## config.mk

```make
export PLATFORM = sky130hd
export DESIGN_NAME = linear_diophantine_solver
export DESIGN_NICKNAME = d
export VERILOG_FILES = /design/src/rtl/lds_pkg.sv /design/src/rtl/linear_diophantine_solver.sv
export VERILOG_INCLUDE_DIRS = /design/src /design/src/rtl
export SDC_FILE = /design/constraint.sdc
export NUM_CORES = 1
export LEC_CHECK = 0
export BUFFER_PORTS_ARGS = -buffer_cell sky130_fd_sc_hd__buf_4
export CAP_MARGIN = 25
export CORE_MARGIN = 2
export CORE_UTILIZATION = 50
export DETAILED_ROUTE_END_ITERATION = 12
export HOLD_SLACK_MARGIN = 0.12
export PLACE_DENSITY = 0.67
export SLEW_MARGIN = 20
export SYNTH_ARGS = -nofsm -noshare
export SYNTH_HDL_FRONTEND = slang
export SYNTH_SLANG_ARGS = --single-unit
```

## constraint.sdc

```tcl
create_clock -name clk -period 12.4 [get_ports clk]
set_clock_uncertainty 0.2 [all_clocks]
set_input_delay 0.62 -clock clk [delete_from_list [all_inputs] [get_ports clk]]
set_output_delay 0.62 -clock clk [all_outputs]
set_load 0.01 [all_outputs]
```

## src/rtl/linear_diophantine_solver_defines.svh

```systemverilog
// ----------------------------------------------------------------------------
// linear_diophantine_solver_defines
// Assertion macros shared by the solver RTL.
// ----------------------------------------------------------------------------
`ifndef LINEAR_DIOPHANTINE_SOLVER_DEFINES_SVH
`define LINEAR_DIOPHANTINE_SOLVER_DEFINES_SVH

// Implication checked on every clock edge outside reset
`define LDS_ASSERT_IMP(label, ante, cons, msg) \
    label: assert property (@(posedge clk) disable iff (!rst_n) (ante) |-> (cons)) \
        else $error(msg);

// Next-cycle implication checked outside reset
`define LDS_ASSERT_NEXT(label, ante, cons, msg) \
    label: assert property (@(posedge clk) disable iff (!rst_n) (ante) |=> (cons)) \
        else $error(msg);

`endif

```

## src/rtl/lds_pkg.sv

```systemverilog
// ----------------------------------------------------------------------------
// lds_pkg
// Types and constants for the linear Diophantine solver.
// ----------------------------------------------------------------------------
package lds_pkg;

    localparam int WORD_WIDTH = 32;
    localparam int CNT_W      = $clog2(WORD_WIDTH + 1);

    localparam logic [1:0] ST_SOLVED  = 2'd0;
    localparam logic [1:0] ST_NO_SOLN = 2'd1;
    localparam logic [1:0] ST_GCD_ZERO = 2'd2;

    typedef struct packed {
        logic signed [WORD_WIDTH-1:0] a_value;
        logic signed [WORD_WIDTH-1:0] b_value;
        logic signed [WORD_WIDTH-1:0] c_value;
    } req_t;

    typedef struct packed {
        logic [1:0]                   status;
        logic signed [WORD_WIDTH-1:0] x_coeff;
        logic signed [WORD_WIDTH-1:0] y_coeff;
        logic signed [WORD_WIDTH-1:0] gcd_value;
    } rsp_t;

endpackage

```

## src/rtl/linear_diophantine_solver.sv

```systemverilog
// ----------------------------------------------------------------------------
// linear_diophantine_solver
// Extended Euclid on a and b, then scaling of the Bezout pair by c/g.
// ----------------------------------------------------------------------------
// Usage:
//   Input channel in_valid/in_stall carries a request {a, b, c}; output
//   channel out_valid/out_stall carries {status, x, y, gcd}.
//   One request is worked on at a time; in_stall is high while busy or
//   while the result register is still full. The next request is taken the
//   cycle after the result is accepted.
//   Each Euclid step passes through the zero check, a bit-serial restoring
//   divider and two shift-and-add multiplies of q by s and t. The check c/g
//   and the scaling reuse the same divider and multiplier. A 32-bit input
//   needs up to about 46 steps. Both coefficients zero end at the zero
//   check with status ST_GCD_ZERO.
//   Reset empties the block and clears out_valid. While out_stall is high
//   a shown result holds and no new request is taken.
// ----------------------------------------------------------------------------
module linear_diophantine_solver
    import lds_pkg::*;
(
    input  logic clk,
    input  logic rst_n,
    input  logic in_valid,
    output logic in_stall,
    input  req_t in_data,
    output logic out_valid,
    input  logic out_stall,
    output rsp_t out_data
);
`include "linear_diophantine_solver_defines.svh"

    localparam int W = WORD_WIDTH;

    localparam logic [2:0] S_IDLE  = 3'd0;
    localparam logic [2:0] S_CHECK = 3'd1;
    localparam logic [2:0] S_DIV   = 3'd2;
    localparam logic [2:0] S_MUL   = 3'd3;
    localparam logic [2:0] S_FDIV  = 3'd4;
    localparam logic [2:0] S_FMUL  = 3'd5;
    localparam logic [2:0] S_DONE  = 3'd6;

    logic [2:0] state_reg, state_next;
    logic [W-1:0] pr_reg, r_reg, ps_reg, s_reg, pt_reg, t_reg, c_reg;
    logic [W-1:0] pr_next, r_next, ps_next, s_next, pt_next, t_next, c_next;
    // divider
    logic [W-1:0] dq_reg, dq_next, drem_reg, drem_next, dd_reg, dd_next;
    logic         qneg_reg, qneg_next, rneg_reg, rneg_next;
    logic [CNT_W-1:0] cnt_reg, cnt_next;
    // multiplier: q held in mq, shifted right; accumulators for two products
    logic [W-1:0] mq_reg, mq_next, ma_reg, ma_next, mb_reg, mb_next;
    logic [W-1:0] acca_reg, acca_next, accb_reg, accb_next;
    logic         out_valid_reg, out_valid_next;
    rsp_t         out_reg, out_next;

    logic [W:0]   trial;
    logic [W-1:0] qv, rv;

    function automatic logic [W-1:0] mag(input logic [W-1:0] v);
        mag = v[W-1] ? (~v + 1'b1) : v;
    endfunction

    assign trial    = {drem_reg, dq_reg[W-1]} - {1'b0, dd_reg};
    assign qv       = qneg_reg ? (~dq_reg + 1'b1) : dq_reg;
    assign rv       = rneg_reg ? (~drem_reg + 1'b1) : drem_reg;
    assign in_stall = (state_reg != S_IDLE) || out_valid_reg;
    assign out_valid = out_valid_reg;
    assign out_data  = out_reg;

    always_comb
    begin
        state_next = state_reg;
        pr_next = pr_reg; r_next = r_reg; ps_next = ps_reg; s_next = s_reg;
        pt_next = pt_reg; t_next = t_reg; c_next = c_reg;
        dq_next = dq_reg; drem_next = drem_reg; dd_next = dd_reg;
        qneg_next = qneg_reg; rneg_next = rneg_reg; cnt_next = cnt_reg;
        mq_next = mq_reg; ma_next = ma_reg; mb_next = mb_reg;
        acca_next = acca_reg; accb_next = accb_reg;
        out_valid_next = out_valid_reg && out_stall;
        out_next = out_reg;
        unique case (state_reg)
            S_IDLE:
            begin
                if (in_valid && !in_stall)
                begin
                    pr_next = in_data.a_value; r_next = in_data.b_value;
                    c_next = in_data.c_value;
                    ps_next = W'(1); s_next = '0; pt_next = '0; t_next = W'(1);
                    state_next = S_CHECK;
                end
            end
            S_CHECK:
            begin
                cnt_next = '0;
                drem_next = '0;
                if (r_reg != '0)
                begin
                    dq_next = mag(pr_reg); dd_next = mag(r_reg);
                    qneg_next = pr_reg[W-1] ^ r_reg[W-1]; rneg_next = pr_reg[W-1];
                    state_next = S_DIV;
                end
                else if (pr_reg == '0)
                begin
                    out_next = '{ST_GCD_ZERO, ps_reg, pt_reg, pr_reg};
                    state_next = S_DONE;
                end
                else
                begin
                    dq_next = mag(c_reg); dd_next = mag(pr_reg);
                    qneg_next = c_reg[W-1] ^ pr_reg[W-1]; rneg_next = c_reg[W-1];
                    state_next = S_FDIV;
                end
            end
            S_DIV, S_FDIV:
            begin
                if (cnt_reg == CNT_W'(W))
                begin
                    cnt_next = '0;
                    mq_next = qv; acca_next = '0; accb_next = '0;
                    if (state_reg == S_DIV)
                    begin
                        ma_next = s_reg; mb_next = t_reg;
                        state_next = S_MUL;
                    end
                    else if (rv != '0)
                    begin
                        out_next = '{ST_NO_SOLN, ps_reg, pt_reg, pr_reg};
                        state_next = S_DONE;
                    end
                    else
                    begin
                        ma_next = ps_reg; mb_next = pt_reg;
                        state_next = S_FMUL;
                    end
                end
                else
                begin
                    cnt_next = cnt_reg + 1'b1;
                    if (!trial[W])
                        drem_next = trial[W-1:0];
                    else
                        drem_next = {drem_reg[W-2:0], dq_reg[W-1]};
                    dq_next = {dq_reg[W-2:0], !trial[W]};
                end
            end
            S_MUL, S_FMUL:
            begin
                if (cnt_reg == CNT_W'(W))
                begin
                    if (state_reg == S_MUL)
                    begin
                        pr_next = r_reg; r_next = rv;
                        ps_next = s_reg; s_next = ps_reg - acca_reg;
                        pt_next = t_reg; t_next = pt_reg - accb_reg;
                        state_next = S_CHECK;
                    end
                    else
                    begin
                        out_next = '{ST_SOLVED, acca_reg, accb_reg, pr_reg};
                        state_next = S_DONE;
                    end
                end
                else
                begin
                    cnt_next = cnt_reg + 1'b1;
                    if (mq_reg[0])
                    begin
                        acca_next = acca_reg + ma_reg;
                        accb_next = accb_reg + mb_reg;
                    end
                    mq_next = mq_reg >> 1;
                    ma_next = ma_reg << 1;
                    mb_next = mb_reg << 1;
                end
            end
            S_DONE:
            begin
                out_valid_next = 1'b1;
                state_next = S_IDLE;
            end
            default:
            begin
                state_next = S_IDLE;
            end
        endcase
    end

    always_ff @(posedge clk or negedge rst_n)
    begin
        if (!rst_n)
        begin
            state_reg     <= S_IDLE;
            out_valid_reg <= 1'b0;
            cnt_reg       <= '0;
        end
        else
        begin
            state_reg     <= state_next;
            out_valid_reg <= out_valid_next;
            cnt_reg       <= cnt_next;
        end
    end

    always_ff @(posedge clk)
    begin
        pr_reg <= pr_next; r_reg <= r_next; ps_reg <= ps_next; s_reg <= s_next;
        pt_reg <= pt_next; t_reg <= t_next; c_reg <= c_next;
        dq_reg <= dq_next; drem_reg <= drem_next; dd_reg <= dd_next;
        qneg_reg <= qneg_next; rneg_reg <= rneg_next;
        mq_reg <= mq_next; ma_reg <= ma_next; mb_reg <= mb_next;
        acca_reg <= acca_next; accb_reg <= accb_next;
        out_reg <= out_next;
    end

    `LDS_ASSERT_NEXT(a_hold_out, out_valid && out_stall, out_valid && $stable(out_data),
        "result changed while stalled")
    `LDS_ASSERT_IMP(a_busy_no_out, state_reg != S_IDLE && state_reg != S_DONE, !out_valid,
        "result shown while working")
    `LDS_ASSERT_IMP(a_cnt_range, 1'b1, cnt_reg <= CNT_W'(W), "step counter overran")
    `LDS_ASSERT_IMP(a_status_code, out_valid, out_data.status != 2'd3, "bad status code")

endmodule
```

==> flow_summary.ini <==
[status]
outcome = finished clean

[route]
drc = 0
wirelength_mm = 89.1
dr.first_iter.drc_count = 2516
wl_met1_mm = 39.1
vias = 26717
detail-route-antenna-nets = 0
highest-signal-layer = met5
viasPerCell = 5.75
firstDrtPassIters = 6
met2_length_mm = 41.9
dr_wl_met3_mm = 5.79
wl_per_cell_um = 19.2

[setup_path]
r2r_end = mb_reg[30]
critical_path.cell_chain = or4_4 > or4b_1 > nor3_1 > nand2_1 > nor3b_1 > a21boi_0 > o32ai_1 > nand4_1 > nor3_2 > o21a_4 > buf_16
end_kind = flip-flop
rrSetupSlack_ps = 7160
max_stage_delay_ps = 640
endpoint = mb_reg[30]
critPathKind = reg -> reg
rr_startpoint = drem_reg[3]
critPathMaxFanout = 45
cp_slowest_cell = or4b_1
startpoint_type = flip-flop
cp-startpoint = drem_reg[3]
critical_path_arrival_ps = 5320
required_ps = 12480
rr_worst_depth = 11

[global_routing]
grt_pass1_wl_mm = 139
grt_max_degree = 223
antenna_found_initial = 2
grt-ovfl-total = 0
grt_util_all_layers_pct = 24.8
first_global_vias = 25298

[sta]
tightest_slew_ps = 1030
hold_viol = 0
finalSetupViolations = 0
clock.fmax_ghz = 0.191
maxSlewHeadroom_pct = 31.1
whs_ps = 149
fin_tns_setup_ps = 0
rsz0062_at_grt = no
finalCriticalPeriod_ps = 5240
slew_viol_final = 0
period_share_pct = 42.3

[synthesis]
ys_warn_count = 0
yosysSeqAreaShare_pct = 51.0
synth_nets = 3744
async_reset_ff_share_pct = 1.69
synth.avg_cell_area_um2 = 9.97
synth_cells = 3476
synth.distinct_cells = 81
yosysTopAreaCell = edfxtp_1
synth_top_cell_area_share_pct = 50.2
synth.cell_area_mm2 = 0.0347
synth_ff_type = edfxtp_1
synth_area_leaders = edfxtp_1 50%, nand2_1 6.1%, ha_1 5.9%
synth_seq_cells = 590
synth_edf_count = 580

[floorplanning]
ioPinCount = 200
die_x_um = 267
num_rows = 96
core_mm2 = 0.0686
dieArea_mm2 = 0.0715
die_h_um = 267
initial_utilization_pct = 50.6

[clocking]
cts.reportedPaths.clkPinSlew_ps = 60
clkLatencyLatePin_ps = 600
root_buffer = clkbuf_16
htree_levels = 3
clockBufferDepth = 3
ctsResizeCount = 0
cts_buffers = 67
cts_tree = yes
cts_sinks = 590

[placed_design]
hpwlAfterDp_mm = 61.1
dpl.cell_count = 4476
gp_congestion = 0.896
io_buffers = 199

[cells_and_area]
largest_reg_flops = 98
layout.cells.non_filler = 4648
fill_cells = 5851
area_delta_synth_final_pct = 15.5
fin_util_pct = 58.4
drive_gt1_share_pct = 10.1
antenna_cells = 0
nets = 3936

[power_and_ir_drop]
cellPowerDensity_mw_per_mm2 = 108
p_total_mw = 4.31
vdd_drop_max_mv = 0.103
power.leakage_nw = 15.4

[job]
maxCapViolCount = 0

[hold_path]
hold_class = in -> reg
[power breakdown]
group / internal (mW) / leakage, nW / switching, mW
clock: 1.31 / 1.13 / 0.807
sequential: 2.16 / 5.39 / 0
combinational: 0.0293 / 8.92 / 0.00971
total: 3.50 / 15.4 / 0.817
[final cells by class]
cell class | instances | area [um2] | area share (%)
Inverter | 145 | 544 | 1.36
Tap cell | 931 | 1160 | 2.91
Timing Repair Buffer | 277 | 2360 | 5.89
Clock inverter | 30 | 454 | 1.13
Multi-Input combinational cell | 2587 | 16000 | 39.9
Clock buffer | 88 | 1870 | 4.67
Sequential cell | 590 | 17700 | 44.1
[per-layer routing]
layer / GRT usage [%] / vias to the layer above
li1: - / 12974
met1: 34.2 / 12721
met2: 40.7 / 879
met3: 3.76 / 139
met4: 7.06 / 4
met5: 0 / -
[worst min path at each step]
| stage | from | to | slack (ps) | cells after the start |
|---|---|---|---|---|
| 2_1_floorplan | rst_n | cnt_reg[0] | 120 | 0 |
| 3_3_place_gp | rst_n | out_valid | 270 | 1 |
| 3_5_place_dp | rst_n | out_valid | 270 | 1 |
| 4_1_cts | in_data[66] | pr_reg[2] | 120 | 3 |
| 5_1_grt | in_data[61] | r_reg[29] | 150 | 3 |
| 6_report | in_data[61] | r_reg[29] | 150 | 3 |
[Yosys cell counts, drive strengths merged (11+ instances only)]
cell	number
xor2	171
a21o	73
nor3	45
o31ai	46
o41ai	23
a211oi	28
clkbuf	142
and3	23
edfxtp	580
nor2	294
o21a	23
nor2b	28
o21ai	342
nand2b	24
a31oi	80
ha	163
nand4	17
nand3	43
inv	144
or2	13
or4	36
or3	39
buf	12
o21bai	14
o211ai	15
nor4	11
xnor2	94
and2	76
a21oi	147
nor3b	13
mux2i	33
nand2	565
[per-stage QoR]
| stage | cell area, um2 | setup WS [ps] |
|---|---|---|
| final | 40000 | 7160 |
| after global routing | 40000 | 6870 |
| after CTS | 39900 | 6910 |
| after detailed placement | 37100 | 6930 |
| after global placement | 37000 | 7010 |
| after floorplan | 34700 | 1110 |
[cell usage in the layout, fill, tap and decap left out, drive strengths merged, types with 80 or more instances in the layout]
cell / netlist / routed
a21oi: 147 / 147
a31oi: 80 / 80
buf: 12 / 230
clkbuf: 142 / 88
edfxtp: 580 / 580
ha: 163 / 163
inv: 144 / 146
nand2: 565 / 565
nor2: 294 / 294
o21ai: 342 / 342
xnor2: 94 / 94
xor2: 171 / 171
[worst max-delay path: cells and delay by family (launching register included)]
kind / cells / cell delay, ps
AOI/OAI and AO/OA: 3 / 870
buffers and inverters: 1 / 310
DFF: 1 / 510
and+or+nand+nor: 7 / 2990
[kinds of logic (layout without fill, tap and decap cells)]
logic type / count (synthesis) / after routing / share of synthesized area, %
compound gates: 868 / 868 / 15.4
xor+xnor: 265 / 265 / 6.69
fa+ha+maj: 168 / 168 / 6.17
buf+inv: 299 / 540 / 3.28
flops: 590 / 590 / 51.0
mux: 36 / 36 / 1.05
simple gates: 1250 / 1250 / 16.4
[timing repair]
action | 4_1_cts | 5_1_grt
buffers inserted | 0 | 0
endpoints found under the setup margin | 0 | 0
hold buffers | 47 | 0
endpoints found under the hold margin | 56 | 0
No activity file was read; power rests on OpenSTA's default activity.
